<file path="config.mk">
export PLATFORM = sky130hd
export DESIGN_NAME = double_ended_queue_flat
export DESIGN_NICKNAME = d
export VERILOG_FILES = /design/src/rtl/core/deq_pkg.sv /design/src/rtl/core/deq_if.sv /design/src/rtl/core/deq_ram.sv /design/src/rtl/core/deq_front.sv /design/src/rtl/core/deq_back.sv /design/src/rtl/core/double_ended_queue.sv /design/src/flat_wrapper.sv
export SDC_FILE = /design/constraint.sdc
export NUM_CORES = 1
export LEC_CHECK = 0
export ABC_CLOCK_PERIOD_IN_PS = 9200
export BUFFER_PORTS_ARGS = -buffer_cell sky130_fd_sc_hd__buf_2
export CORE_AREA = 2 2 285 569
export DETAILED_ROUTE_END_ITERATION = 12
export DIE_AREA = 0 0 287 571
export PLACE_DENSITY = 0.41
export SYNTH_ARGS = -nofsm -noshare
export SYNTH_HDL_FRONTEND = slang
export SYNTH_SLANG_ARGS = --single-unit
</file>
<file path="constraint.sdc">
create_clock -name clk -period 9.2 [get_ports clk]
set_input_delay 1.38 -clock clk [delete_from_list [all_inputs] [get_ports clk]]
set_output_delay 1.38 -clock clk [all_outputs]
set_load 0.01 [all_outputs]
</file>
<file path="src/rtl/core/deq_pkg.sv">
// shared types, constants and ring helpers for the double-ended queue
package deq_pkg;

  localparam int DEPTH = 32;
  localparam int IDX_W = (DEPTH > 1) ? $clog2(DEPTH) : 1;
  localparam int CNT_W = $clog2(DEPTH + 1);
  localparam int CMD_W = 3;
  localparam int DATA_W = 32;
  localparam int ST_W = 2;

  localparam logic [CMD_W-1:0] CMD_PUSH_FRONT = 3'd0;
  localparam logic [CMD_W-1:0] CMD_POP_FRONT  = 3'd1;
  localparam logic [CMD_W-1:0] CMD_PUSH_BACK  = 3'd2;
  localparam logic [CMD_W-1:0] CMD_POP_BACK   = 3'd3;
  localparam logic [CMD_W-1:0] CMD_LIST       = 3'd4;

  localparam logic [ST_W-1:0] ST_OK    = 2'd0;
  localparam logic [ST_W-1:0] ST_EMPTY = 2'd1;
  localparam logic [ST_W-1:0] ST_FULL  = 2'd2;

  typedef enum logic [2:0] {
    OP_PUSH_FRONT,
    OP_POP_FRONT,
    OP_PUSH_BACK,
    OP_POP_BACK,
    OP_LIST
  } op_t;

  typedef struct packed {
    op_t                      op;
    logic signed [DATA_W-1:0] value;
  } qent_t;

  typedef struct packed {
    logic  valid;
    qent_t ent;
  } front_q_t;

  function automatic logic [IDX_W-1:0] ring_next(input logic [IDX_W-1:0] idx);
    return (idx == IDX_W'(DEPTH - 1)) ? '0 : idx + 1'b1;
  endfunction

  function automatic logic [IDX_W-1:0] ring_prev(input logic [IDX_W-1:0] idx);
    return (idx == '0) ? IDX_W'(DEPTH - 1) : idx - 1'b1;
  endfunction

endpackage

</file>
<file path="src/rtl/core/deq_if.sv">
// valid/ready channel interfaces for commands and results
interface deq_in_if;
  logic                                 valid;
  logic                                 ready;
  logic [deq_pkg::CMD_W-1:0]            command;
  logic signed [deq_pkg::DATA_W-1:0]    value;

  modport source (output valid, output command, output value, input ready);
  modport sink (input valid, input command, input value, output ready);
endinterface

interface deq_out_if;
  logic                                 valid;
  logic                                 ready;
  logic signed [deq_pkg::DATA_W-1:0]    value_res;
  logic [deq_pkg::ST_W-1:0]             status;
  logic                                 last;

  modport source (output valid, output value_res, output status, output last, input ready);
  modport sink (input valid, input value_res, input status, input last, output ready);
endinterface

</file>
<file path="src/rtl/core/deq_ram.sv">
// generic single-write, single-read ram with registered read data
module deq_ram #(
  parameter int WIDTH = 32,
  parameter int DEPTH = 32,
  localparam int AW = (DEPTH > 1) ? $clog2(DEPTH) : 1
) (
  input  logic             clk,
  input  logic             we,
  input  logic [AW-1:0]    waddr,
  input  logic [WIDTH-1:0] wdata,
  input  logic             re,
  input  logic [AW-1:0]    raddr,
  output logic [WIDTH-1:0] rdata
);

  logic [WIDTH-1:0] mem [DEPTH];
  logic [WIDTH-1:0] rdata_r;

  always_ff @(posedge clk) begin
    if (we) begin
      mem[waddr] <= wdata;
    end
    if (re) begin
      rdata_r <= mem[raddr];
    end
  end

  assign rdata = rdata_r;

endmodule

</file>
<file path="src/rtl/core/deq_front.sv">
// command intake: decode, drop unused codes, two-entry command queue
module deq_front (
  input  logic                clk,
  input  logic                rst_n,
  deq_in_if.sink              in_ch,
  input  logic                q_pop,
  output deq_pkg::front_q_t   q_out
);

  deq_pkg::qent_t ent_r [2];
  logic           wp_r, wp_nxt;
  logic           rp_r, rp_nxt;
  logic [1:0]     cnt_r, cnt_nxt;
  deq_pkg::op_t   op;
  logic           known;
  logic           push;
  logic           pop;

  always_comb begin
    op    = deq_pkg::OP_LIST;
    known = 1'b1;
    unique case (in_ch.command)
      deq_pkg::CMD_PUSH_FRONT: op = deq_pkg::OP_PUSH_FRONT;
      deq_pkg::CMD_POP_FRONT:  op = deq_pkg::OP_POP_FRONT;
      deq_pkg::CMD_PUSH_BACK:  op = deq_pkg::OP_PUSH_BACK;
      deq_pkg::CMD_POP_BACK:   op = deq_pkg::OP_POP_BACK;
      deq_pkg::CMD_LIST:       op = deq_pkg::OP_LIST;
      default:                 known = 1'b0;
    endcase
  end

  assign in_ch.ready = (cnt_r != 2'd2);
  assign push        = in_ch.valid && in_ch.ready && known;
  assign pop         = q_pop && (cnt_r != 2'd0);

  always_comb begin
    wp_nxt  = push ? ~wp_r : wp_r;
    rp_nxt  = pop ? ~rp_r : rp_r;
    cnt_nxt = cnt_r + {1'b0, push} - {1'b0, pop};
  end

  always_ff @(posedge clk) begin
    if (!rst_n) begin
      wp_r  <= 1'b0;
      rp_r  <= 1'b0;
      cnt_r <= 2'd0;
    end else begin
      wp_r  <= wp_nxt;
      rp_r  <= rp_nxt;
      cnt_r <= cnt_nxt;
    end
  end

  always_ff @(posedge clk) begin
    if (push) begin
      ent_r[wp_r] <= '{op: op, value: in_ch.value};
    end
  end

  assign q_out.valid = (cnt_r != 2'd0);
  assign q_out.ent   = ent_r[rp_r];

endmodule

</file>
<file path="src/rtl/core/deq_back.sv">
// command execution: ring indices, store access and result register
module deq_back (
  input  logic                clk,
  input  logic                rst_n,
  input  deq_pkg::front_q_t   q_in,
  output logic                q_pop,
  deq_out_if.source           out_ch
);

  typedef enum logic [4:0] {
    S_IDLE = 5'b00001,
    S_RD   = 5'b00010,
    S_OUT  = 5'b00100,
    S_LRD  = 5'b01000,
    S_LOUT = 5'b10000
  } state_t;

  state_t                                state_r, state_nxt;
  logic [deq_pkg::IDX_W-1:0]             head_r, head_nxt;
  logic [deq_pkg::IDX_W-1:0]             tail_r, tail_nxt;
  logic [deq_pkg::CNT_W-1:0]             cnt_r, cnt_nxt;
  logic [deq_pkg::IDX_W-1:0]             walk_r, walk_nxt;
  logic [deq_pkg::CNT_W-1:0]             left_r, left_nxt;
  logic signed [deq_pkg::DATA_W-1:0]     res_value_r, res_value_nxt;
  logic [deq_pkg::ST_W-1:0]              res_status_r, res_status_nxt;
  logic                                  res_last_r, res_last_nxt;

  logic                                  we;
  logic [deq_pkg::IDX_W-1:0]             waddr;
  logic re;
  logic [deq_pkg::IDX_W-1:0]             raddr;
  logic [deq_pkg::DATA_W-1:0]            rdata;
  logic                                  full;
  logic                                  empty;

  deq_ram #(.WIDTH(deq_pkg::DATA_W), .DEPTH(deq_pkg::DEPTH)) u_ram (
    .clk   (clk),
    .we    (we),
    .waddr (waddr),
    .wdata (q_in.ent.value),
    .re    (re),
    .raddr (raddr),
    .rdata (rdata)
  );

  assign full  = (cnt_r == deq_pkg::CNT_W'(deq_pkg::DEPTH));
  assign empty = (cnt_r == '0);
  assign q_pop = (state_r == S_IDLE) && q_in.valid;

  always_comb begin
    state_nxt      = state_r;
    head_nxt       = head_r;
    tail_nxt       = tail_r;
    cnt_nxt        = cnt_r;
    walk_nxt       = walk_r;
    left_nxt       = left_r;
    res_value_nxt  = res_value_r;
    res_status_nxt = res_status_r;
    res_last_nxt   = res_last_r;
    we             = 1'b0;
    waddr          = head_r;
    re             = 1'b0;
    raddr          = head_r;

    unique case (state_r)
      S_IDLE: begin
        if (q_in.valid) begin
          res_value_nxt  = '0;
          res_status_nxt = deq_pkg::ST_OK;
          res_last_nxt   = 1'b1;
          state_nxt      = S_OUT;
          case (q_in.ent.op)
            deq_pkg::OP_PUSH_FRONT: begin
              if (full) begin
                res_status_nxt = deq_pkg::ST_FULL;
              end else begin
                we       = 1'b1;
                waddr    = deq_pkg::ring_prev(head_r);
                head_nxt = deq_pkg::ring_prev(head_r);
                cnt_nxt  = cnt_r + 1'b1;
              end
            end
            deq_pkg::OP_PUSH_BACK: begin
              if (full) begin
                res_status_nxt = deq_pkg::ST_FULL;
              end else begin
                we       = 1'b1;
                waddr    = tail_r;
                tail_nxt = deq_pkg::ring_next(tail_r);
                cnt_nxt  = cnt_r + 1'b1;
              end
            end
            deq_pkg::OP_POP_FRONT: begin
              if (empty) begin
                res_status_nxt = deq_pkg::ST_EMPTY;
              end else begin
                re        = 1'b1;
                raddr     = head_r;
                head_nxt  = deq_pkg::ring_next(head_r);
                cnt_nxt   = cnt_r - 1'b1;
                state_nxt = S_RD;
              end
            end
            deq_pkg::OP_POP_BACK: begin
              if (empty) begin
                res_status_nxt = deq_pkg::ST_EMPTY;
              end else begin
                re        = 1'b1;
                raddr     = deq_pkg::ring_prev(tail_r);
                tail_nxt  = deq_pkg::ring_prev(tail_r);
                cnt_nxt   = cnt_r - 1'b1;
                state_nxt = S_RD;
              end
            end
            default: begin
              if (empty) begin
                res_status_nxt = deq_pkg::ST_EMPTY;
              end else begin
                re        = 1'b1;
                raddr     = head_r;
                walk_nxt  = deq_pkg::ring_next(head_r);
                left_nxt  = cnt_r;
                state_nxt = S_LRD;
              end
            end
          endcase
        end
      end
      S_RD: begin
        res_value_nxt  = rdata;
        res_status_nxt = deq_pkg::ST_OK;
        res_last_nxt   = 1'b1;
        state_nxt      = S_OUT;
      end
      S_OUT: begin
        if (out_ch.ready) begin
          state_nxt = S_IDLE;
        end
      end
      S_LRD: begin
        res_value_nxt  = rdata;
        res_status_nxt = deq_pkg::ST_OK;
        res_last_nxt   = (left_r == deq_pkg::CNT_W'(1));
        left_nxt       = left_r - 1'b1;
        state_nxt      = S_LOUT;
      end
      S_LOUT: begin
        if (out_ch.ready) begin
          if (res_last_r) begin
            state_nxt = S_IDLE;
          end else begin
            re        = 1'b1;
            raddr     = walk_r;
            walk_nxt  = deq_pkg::ring_next(walk_r);
            state_nxt = S_LRD;
          end
        end
      end
      default: state_nxt = S_IDLE;
    endcase
  end

  always_ff @(posedge clk) begin
    if (!rst_n) begin
      state_r <= S_IDLE;
      head_r  <= '0;
      tail_r  <= '0;
      cnt_r   <= '0;
    end else begin
      state_r <= state_nxt;
      head_r  <= head_nxt;
      tail_r  <= tail_nxt;
      cnt_r   <= cnt_nxt;
    end
  end

  always_ff @(posedge clk) begin
    walk_r       <= walk_nxt;
    left_r       <= left_nxt;
    res_value_r  <= res_value_nxt;
    res_status_r <= res_status_nxt;
    res_last_r   <= res_last_nxt;
  end

  assign out_ch.valid     = (state_r == S_OUT) || (state_r == S_LOUT);
  assign out_ch.value_res = res_value_r;
  assign out_ch.status    = res_status_r;
  assign out_ch.last      = res_last_r;

endmodule

</file>
<file path="src/rtl/core/double_ended_queue.sv">
// top level of the bounded double-ended queue of signed 32-bit words
//
// in_ch carries one command per transfer (push front, pop front, push back,
// pop back, list) with a data word used only by pushes; codes 5 to 7 are
// taken and dropped without any result. out_ch gives the results: the
// popped or listed word, a status (ok, empty, full) and last, set on the
// final result of each command.
// a push result is registered straight from the command queue, while a pop
// first waits for the registered store read; execution takes the next
// command only once the current result has left the result register, and
// list issues the store read for each entry only once the previous entry
// has left the result register.
// a two-entry command queue between intake and execution keeps in_ch ready
// while a result waits, until that queue holds two commands.
// reset (rst_n low, synchronous) empties the queue and drops any pending
// result; store contents are not cleared and are never read before written.
// a stalled receiver holds the result register steady until its transfer.
module double_ended_queue (
  input  logic         clk,
  input  logic         rst_n,
  deq_in_if.sink       in_ch,
  deq_out_if.source    out_ch
);

  // decoded commands travelling from intake to execution
  deq_pkg::front_q_t q_cmd;
  logic              q_pop;

  // intake: decode and buffer commands
  deq_front u_front (
    .clk   (clk),
    .rst_n (rst_n),
    .in_ch (in_ch),
    .q_pop (q_pop),
    .q_out (q_cmd)
  );

  // execution: ring store, indices and result register
  deq_back u_back (
    .clk    (clk),
    .rst_n  (rst_n),
    .q_in   (q_cmd),
    .q_pop  (q_pop),
    .out_ch (out_ch)
  );

endmodule

</file>
<file path="src/flat_wrapper.sv">
// flat-port wrapper written by rule: the top's interface ports become plain ports
module double_ended_queue_flat 
  (clk, rst_n, in_ch_valid, in_ch_command, in_ch_value, in_ch_ready, out_ch_valid, out_ch_value_res, out_ch_status, out_ch_last, out_ch_ready);
  deq_in_if in_ch_i ();
  deq_out_if out_ch_i ();
  input  logic clk;
  input  logic rst_n;
  input wire logic [$bits(in_ch_i.valid)-1:0] in_ch_valid;
  input wire logic [$bits(in_ch_i.command)-1:0] in_ch_command;
  input wire logic [$bits(in_ch_i.value)-1:0] in_ch_value;
  output wire logic [$bits(in_ch_i.ready)-1:0] in_ch_ready;
  output wire logic [$bits(out_ch_i.valid)-1:0] out_ch_valid;
  output wire logic [$bits(out_ch_i.value_res)-1:0] out_ch_value_res;
  output wire logic [$bits(out_ch_i.status)-1:0] out_ch_status;
  output wire logic [$bits(out_ch_i.last)-1:0] out_ch_last;
  input wire logic [$bits(out_ch_i.ready)-1:0] out_ch_ready;
  assign in_ch_i.valid = in_ch_valid;
  assign in_ch_i.command = in_ch_command;
  assign in_ch_i.value = in_ch_value;
  assign in_ch_ready = in_ch_i.ready;
  assign out_ch_valid = out_ch_i.valid;
  assign out_ch_value_res = out_ch_i.value_res;
  assign out_ch_status = out_ch_i.status;
  assign out_ch_last = out_ch_i.last;
  assign out_ch_i.ready = out_ch_ready;
  double_ended_queue u_core (.clk(clk), .rst_n(rst_n), .in_ch(in_ch_i), .out_ch(out_ch_i));
endmodule
</file>
Word-level counts from Yosys, hierarchy flattened:

Memory sizes are Yosys's and may differ from the RTL's. A register that Yosys moved wholly into a read port is not among the register bits.
Cells that the tools add are included.
Widths: inputs -> output; s select.

* input port bits: 39
* output and inout port bits: 37
* RAM bits: 1094
* memories: 2
* logic and storage cells: 154
* register bits after elaboration: 71

* muxes and demuxes: 68
* reductions and logical operators: 31
* $add $sub $neg: 10
* equality and inequality tests: 29
* bitwise logic cells: 2

Memory list
* u_core.u_back.u_ram.mem: depth 32, width 32, read ports 1, clocked after Yosys merged registers in 1, write ports 1, line deq_ram.sv:16 `logic [WIDTH-1:0] mem [DEPTH];`
* u_core.u_front.ent_r: depth 2, width 35, read ports 1, clocked after Yosys merged registers in 1, write ports 1, line deq_front.sv:10 `deq_pkg::qent_t ent_r [2];`

Operators with widths (number)
* $mux 5: 24
* $pmux 32 s2: 1
* $pmux 5 s2: 5
* $mux 32: 1
* $mux 6: 5
* $pmux 5 s5: 1
* $ne 2x2->1 const B: 12
* $pmux 6 s2: 2
* $eq 5x5->1 const B: 4
* $mux 1: 18
* $add 5x1->5 const B: 3
* $reduce_bool 2->1: 7
* $eq 3x2->1 const B: 4
* $pmux 3 s4: 1
* $sub 6x1->6 const B: 2
* $logic_not 5->1: 2
* $reduce_and 5->1: 2
* $sub 5x1->5 const B: 2
* $mux 4: 2
* $pmux 4 s2: 1
* $reduce_and 4->1: 2
* $add 6x1->6 const B: 1
* $eq 3x1->1 const B: 2
* $eq 6x1->1 const B: 1
* 25 further kinds: 35

Depth between registers and ports, before layout:

* depth in word-level cells: 7
* mapped depth: 15
* depth with buffers taken out: 11

Cells and area by module:

From an unflattened synthesis, not the netlist that was laid out.

* cells, all modules: 2777
* area, all modules: 47538.1 µm²

By module, submodules not included
* deq_ram: seq. area each 31710.4 µm², cells an instance 2260, area each 40812.9 µm², instances 1
* deq_back: seq. area each 1801.7 µm², cells an instance 379, area each 3786.1 µm², instances 1
* deq_front: seq. area each 2202.1 µm², cells an instance 138, area each 2939.1 µm², instances 1

Least setup slack after synthesis:

OpenSTA, ideal clock, no wires.

* path type: register to register
* from: register u_core.u_back.state_r[1]
* to: memory u_core.u_back.u_ram.mem[24][0] (enable)
* stages on the path, launching flop included: 12
* clock period less this slack: 4.396 ns
* buffers on the path: 2
* path slack: 4.804 ns
* data required time: 8.779 ns
* arrival time: 3.975 ns
* library setup time: 0.421 ns
* cells stage by stage: dfxtp_1 -> clkbuf_1 -> or3b_1 -> or3_1 -> clkbuf_1 -> clkinv_1 -> nand2_1 -> nor2_1 -> o21ai_0 -> a21o_1 -> or3_1 -> nor2_1

* word-level cells in the longest chain between the ends: 4
* elaborated cells between the ends (all ways): 5
* classes of those cells: eq/ne: 1; mux: 4

Ends and longest elaborated chain
* start: declaration: line deq_back.sv:18 `state_t state_r, state_nxt;`
* start signal: assignment: line deq_back.sv:170 `state_r <= state_nxt;`
* $eq 5x1->1 (*): line deq_back.sv:65 `unique case (state_r)`
* $mux 1: line deq_back.sv:65
* $mux 1: line deq_ram.sv:20 `if (we) begin`
* $mux 1 (implied by the code): line deq_ram.sv:21 `mem[waddr] <= wdata;`
* end: declaration: line deq_ram.sv:16

Mark *: on every way between the ends. The rest lies on a longest branch, timed or not.

Worst setup path in the final report:

* from: register u_core.u_back.state_r[0]
* to: register u_core.u_back.u_ram.rdata_r[25] (netlist: u_core.u_back.u_ram.rdata[25]) (read register of u_core.u_back.u_ram.mem) (data pin)

* word-level cells in the longest chain between the ends: 2
* elaborated cells between the ends (all ways): 4
* classes of those cells: eq/ne: 2; mux: 2

Ends and longest elaborated chain
* $eq 5x5->1 / $eq 5x1->1 (equally long branches): line deq_back.sv:65
* $pmux 5 s2 / $pmux 1 s2 (equally long branches): line deq_back.sv:65
* end: declaration: line deq_ram.sv:17 `logic [WIDTH-1:0] rdata_r;`

Several ways; a longest one is shown, not always the timed one.
A chain may end at the register's enable or synchronous reset.

==> key figures <==
Global route
  – Vias in the first global route: 27.0k
  – Largest net degree at the start of global routing: 182
  – Global Route Usage Sum: 0.157
  – Total gr overflow: 0
  – First-pass GRT wire length: 191000 um
  – Initial antenna violation count: 7

Placed design
  – Post-DP HPWL: 69700 um
  – Port-buffer cells: 75
  – GPL Wtd Cong: 0.741
  – Pre-CTS setup slack: 3.29 ns
  – Dpl cells: 5233
  – Area after DPL: 50700 um^2

Setup path
  – Data arrival time of the worst path: 6.03 ns
  – Worst setup EP type: flop
  – Worst setup path class: reg2reg
  – Worst setup SP type: flop
  – Crit path max fanout: 49
  – Data required, critical path: 9.76 ns

STA
  – Final clock skew: 0.0412 ns
  – Final Cycle Share: 0.595
  – # setup viols final: 0
  – Max-slew violations: 0
  – Achievable clock frequency: 183 MHz
  – WHS: 0.512 ns
  – Least-Margin Pin Slew: 1.11 ns
  – Total negative slack: 0 ns
  – Hold Vio Cnt, Final: 0
  – Tmin final: 5.47 ns
  – Final worst slack: 3.73 ns
  – RSZ-0062 raised after global routing: no
  – Slew HR: 0.259

Power
  – Pwr Density: 259 nW/um^2
  – Final Power: 14.1 mW
  – Worst VDD drop: 187 uV
  – Lkg Pwr: 18.5 nW

Clock tree
  – Clock Latency Late Sink: 0.74 ns
  – Total CTS buffers: 115
  – Max clock buf depth: 3
  – H-tree levels: 3
  – Post-CTS setup buffers: 0
  – Clock Tree Root: clkbuf_16
  – PostCTS Resize Cnt: 0
  – Post-CTS Hold Fix Bufs: 0
  – Sink Count: 1198
  – CTS tree: yes
  – Worst-path clk slew: 0.07 ns

Synthesis
  – Post-synthesis sequential area ratio: 0.751
  – Per-instance average area after synthesis: 14.9 um^2
  – Area share of the largest cell type after synthesis: 0.740
  – Post-synthesis instance total: 3182
  – Dominant cells by area after synthesis: edfxtp_1 (74%), nand2_1 (5.0%), mux4_2 (3.0%), mux2i_1 (2.8%), nand3_1 (2.2%)
  – Number of synthesized flops with an enable pin: 1172
  – Syn nets: 3238
  – Largest area contributor in the netlist: edfxtp_1
  – FFs w/ async S/R, synth: 0
  – Synth Cell Area: 47600 um^2
  – Flops & latches, synth: 1198
  – Post-synthesis cell type count: 62
  – Most common flop cell mapped by yosys: edfxtp_1
  – Yosys warns: 0

Routing
  – WL per Instance: 23.7 um
  – Routed via count: 26.5k
  – DR vias/cell: 4.88
  – Remaining antenna violation count: 0
  – # DRC: 0
  – DR iter-0 viols: 2024
  – TritonRoute pass-1 iters: 5
  – Drt total wl: 129000 um

Die
  – Die Ht: 571 um
  – Starting Density: 0.298
  – CORE AREA: 160000 um^2
  – Std cell rows: 208
  – DIE AREA: 164000 um^2
  – Top-level I/O count: 76
  – Die Wd: 287 um

Cells and area
  – Nets: 3306
  – Utilization after layout: 0.341
  – Layout cell share with drive strength beyond 1: 0.137
  – Layout area overhead: 14.4%
  – Fillers: 15.5k
  – Cell Count, Final, Fillers Out: 5443
  – Design Area, Final: 54400 um^2

Min path
  – Hold WC Path Type: reg2reg

Flow run
  – Max_cap viols: 0

Run status
  – Run status: complete, no violations
layout make-up:
cell class                      count  area [um^2]  area share
Antenna cell                        2         5.00   0.0000920
Clock buffer                      135         2970      0.0547
Clock inverter                     73          761      0.0140
Inverter                           16         60.1     0.00110
Multi-Input combinational cell   1775        11300       0.208
Sequential cell                  1198        35700       0.656
Tap cell                         2100         2630      0.0483
Timing Repair Buffer              144          968      0.0178
kinds of logic after synthesis:
kind of cell               after synthesis  share of synthesized area
buffers and inverters                  209                     0.0181
and+or+nand+nor                       1113                      0.104
DFF                                   1198                      0.751
xor gates and xnor gates                22                    0.00405
muxes                                  231                     0.0661
adders and majority gates               17                    0.00463
AOI/OAI and AO/OA                      392                     0.0525
per-layer routing:
layer / up-vias / track usage / part of all wire
li1: 12200 / - / -
met1: 13700 / 0.214 / 0.45
met2: 528 / 0.268 / 0.49
met3: 135 / 0.0192 / 0.038
met4: 0 / 0.0368 / 0.017
met5: - / 0 / 0
flip-flops by register name, indices dropped and copies added (netlist names), named ones only:
| name | flops |
|---|---|
| u_core.u_front.ent_r | 70 |
| u_core.u_back.out_ch.status | 2 |
| u_core.u_front.wp_r | 1 |
| u_core.u_back.state_r | 5 |
| u_core.u_front.rp_r | 1 |
| u_core.u_front.cnt_r | 2 |
| u_core.u_back.head_r | 5 |
| u_core.u_back.cnt_r | 6 |
| u_core.u_back.left_r | 6 |
| u_core.u_back.out_ch.last | 1 |
| u_core.u_back.out_ch.value_res | 32 |
| u_core.u_back.u_ram.rdata | 32 |
| u_core.u_back.tail_r | 5 |
| u_core.u_back.walk_r | 5 |
| u_core.u_back.u_ram.mem | 1024 |
placed cells by master (no fill, tap or decap), drive strengths merged, types with 26 or more instances in the layout:
master	count
dfxtp	26
a32oi	31
mux2	34
a31oi	34
mux2i	134
o21ai	49
nand2	634
o32a	32
and3	68
clkinv	53
nor3	44
buf	144
nor2	77
clkbuf	135
nand3	205
o22ai	36
mux4	63
edfxtp	1172
and2	41
a21oi	167
final timing paths:
kind / cells past startpoint / start / end / slack (ns)
worst min-delay path: 2 / u_core.u_front.rp_r / flop / 0.51
worst min register to register: 2 / u_core.u_front.rp_r / flop / 0.51
worst max register to register: 9 / u_core.u_back.state_r[0] / u_core.u_back.u_ram.rdata[25] / 3.73
worst max-delay path: 9 / u_core.u_back.state_r[0] / u_core.u_back.u_ram.rdata[25] / 3.73
cells in the mapped netlist (all sizes together), types with 15 or more instances:
master / number
o32a: 32
a21oi: 167
nor3: 44
nand3: 205
a32oi: 31
edfxtp: 1172
ha: 16
a31oi: 34
nor2: 77
and2: 41
and3: 68
o22ai: 36
mux2: 34
dfxtp: 26
mux2i: 134
mux4: 63
nand2: 634
buf: 55
o21ai: 49
clkbuf: 138
inv: 15
critical path, stage by stage, from the launching register on:
cell and delay [ns]:
dfxtp_1 0.38, or4b_4 0.60, nor4b_4 0.79, mux2i_1 0.29, a21oi_4 0.81, buf_4 0.76
mux2i_1 0.19, mux4_2 0.47, a32oi_1 0.66, and3_1 0.30
where the power goes:
group / internal (mW) / switching [mW] / leakage [nW] / total, mW
Combinational: 0.789 / 1.93 / 5.89 / 2.72
Clock: 2.67 / 2.09 / 1.81 / 4.76
Sequential: 6.55 / 0.0799 / 10.8 / 6.63
Total: 10.0 / 4.10 / 18.5 / 14.1
(Power assumes the default switching activity.)
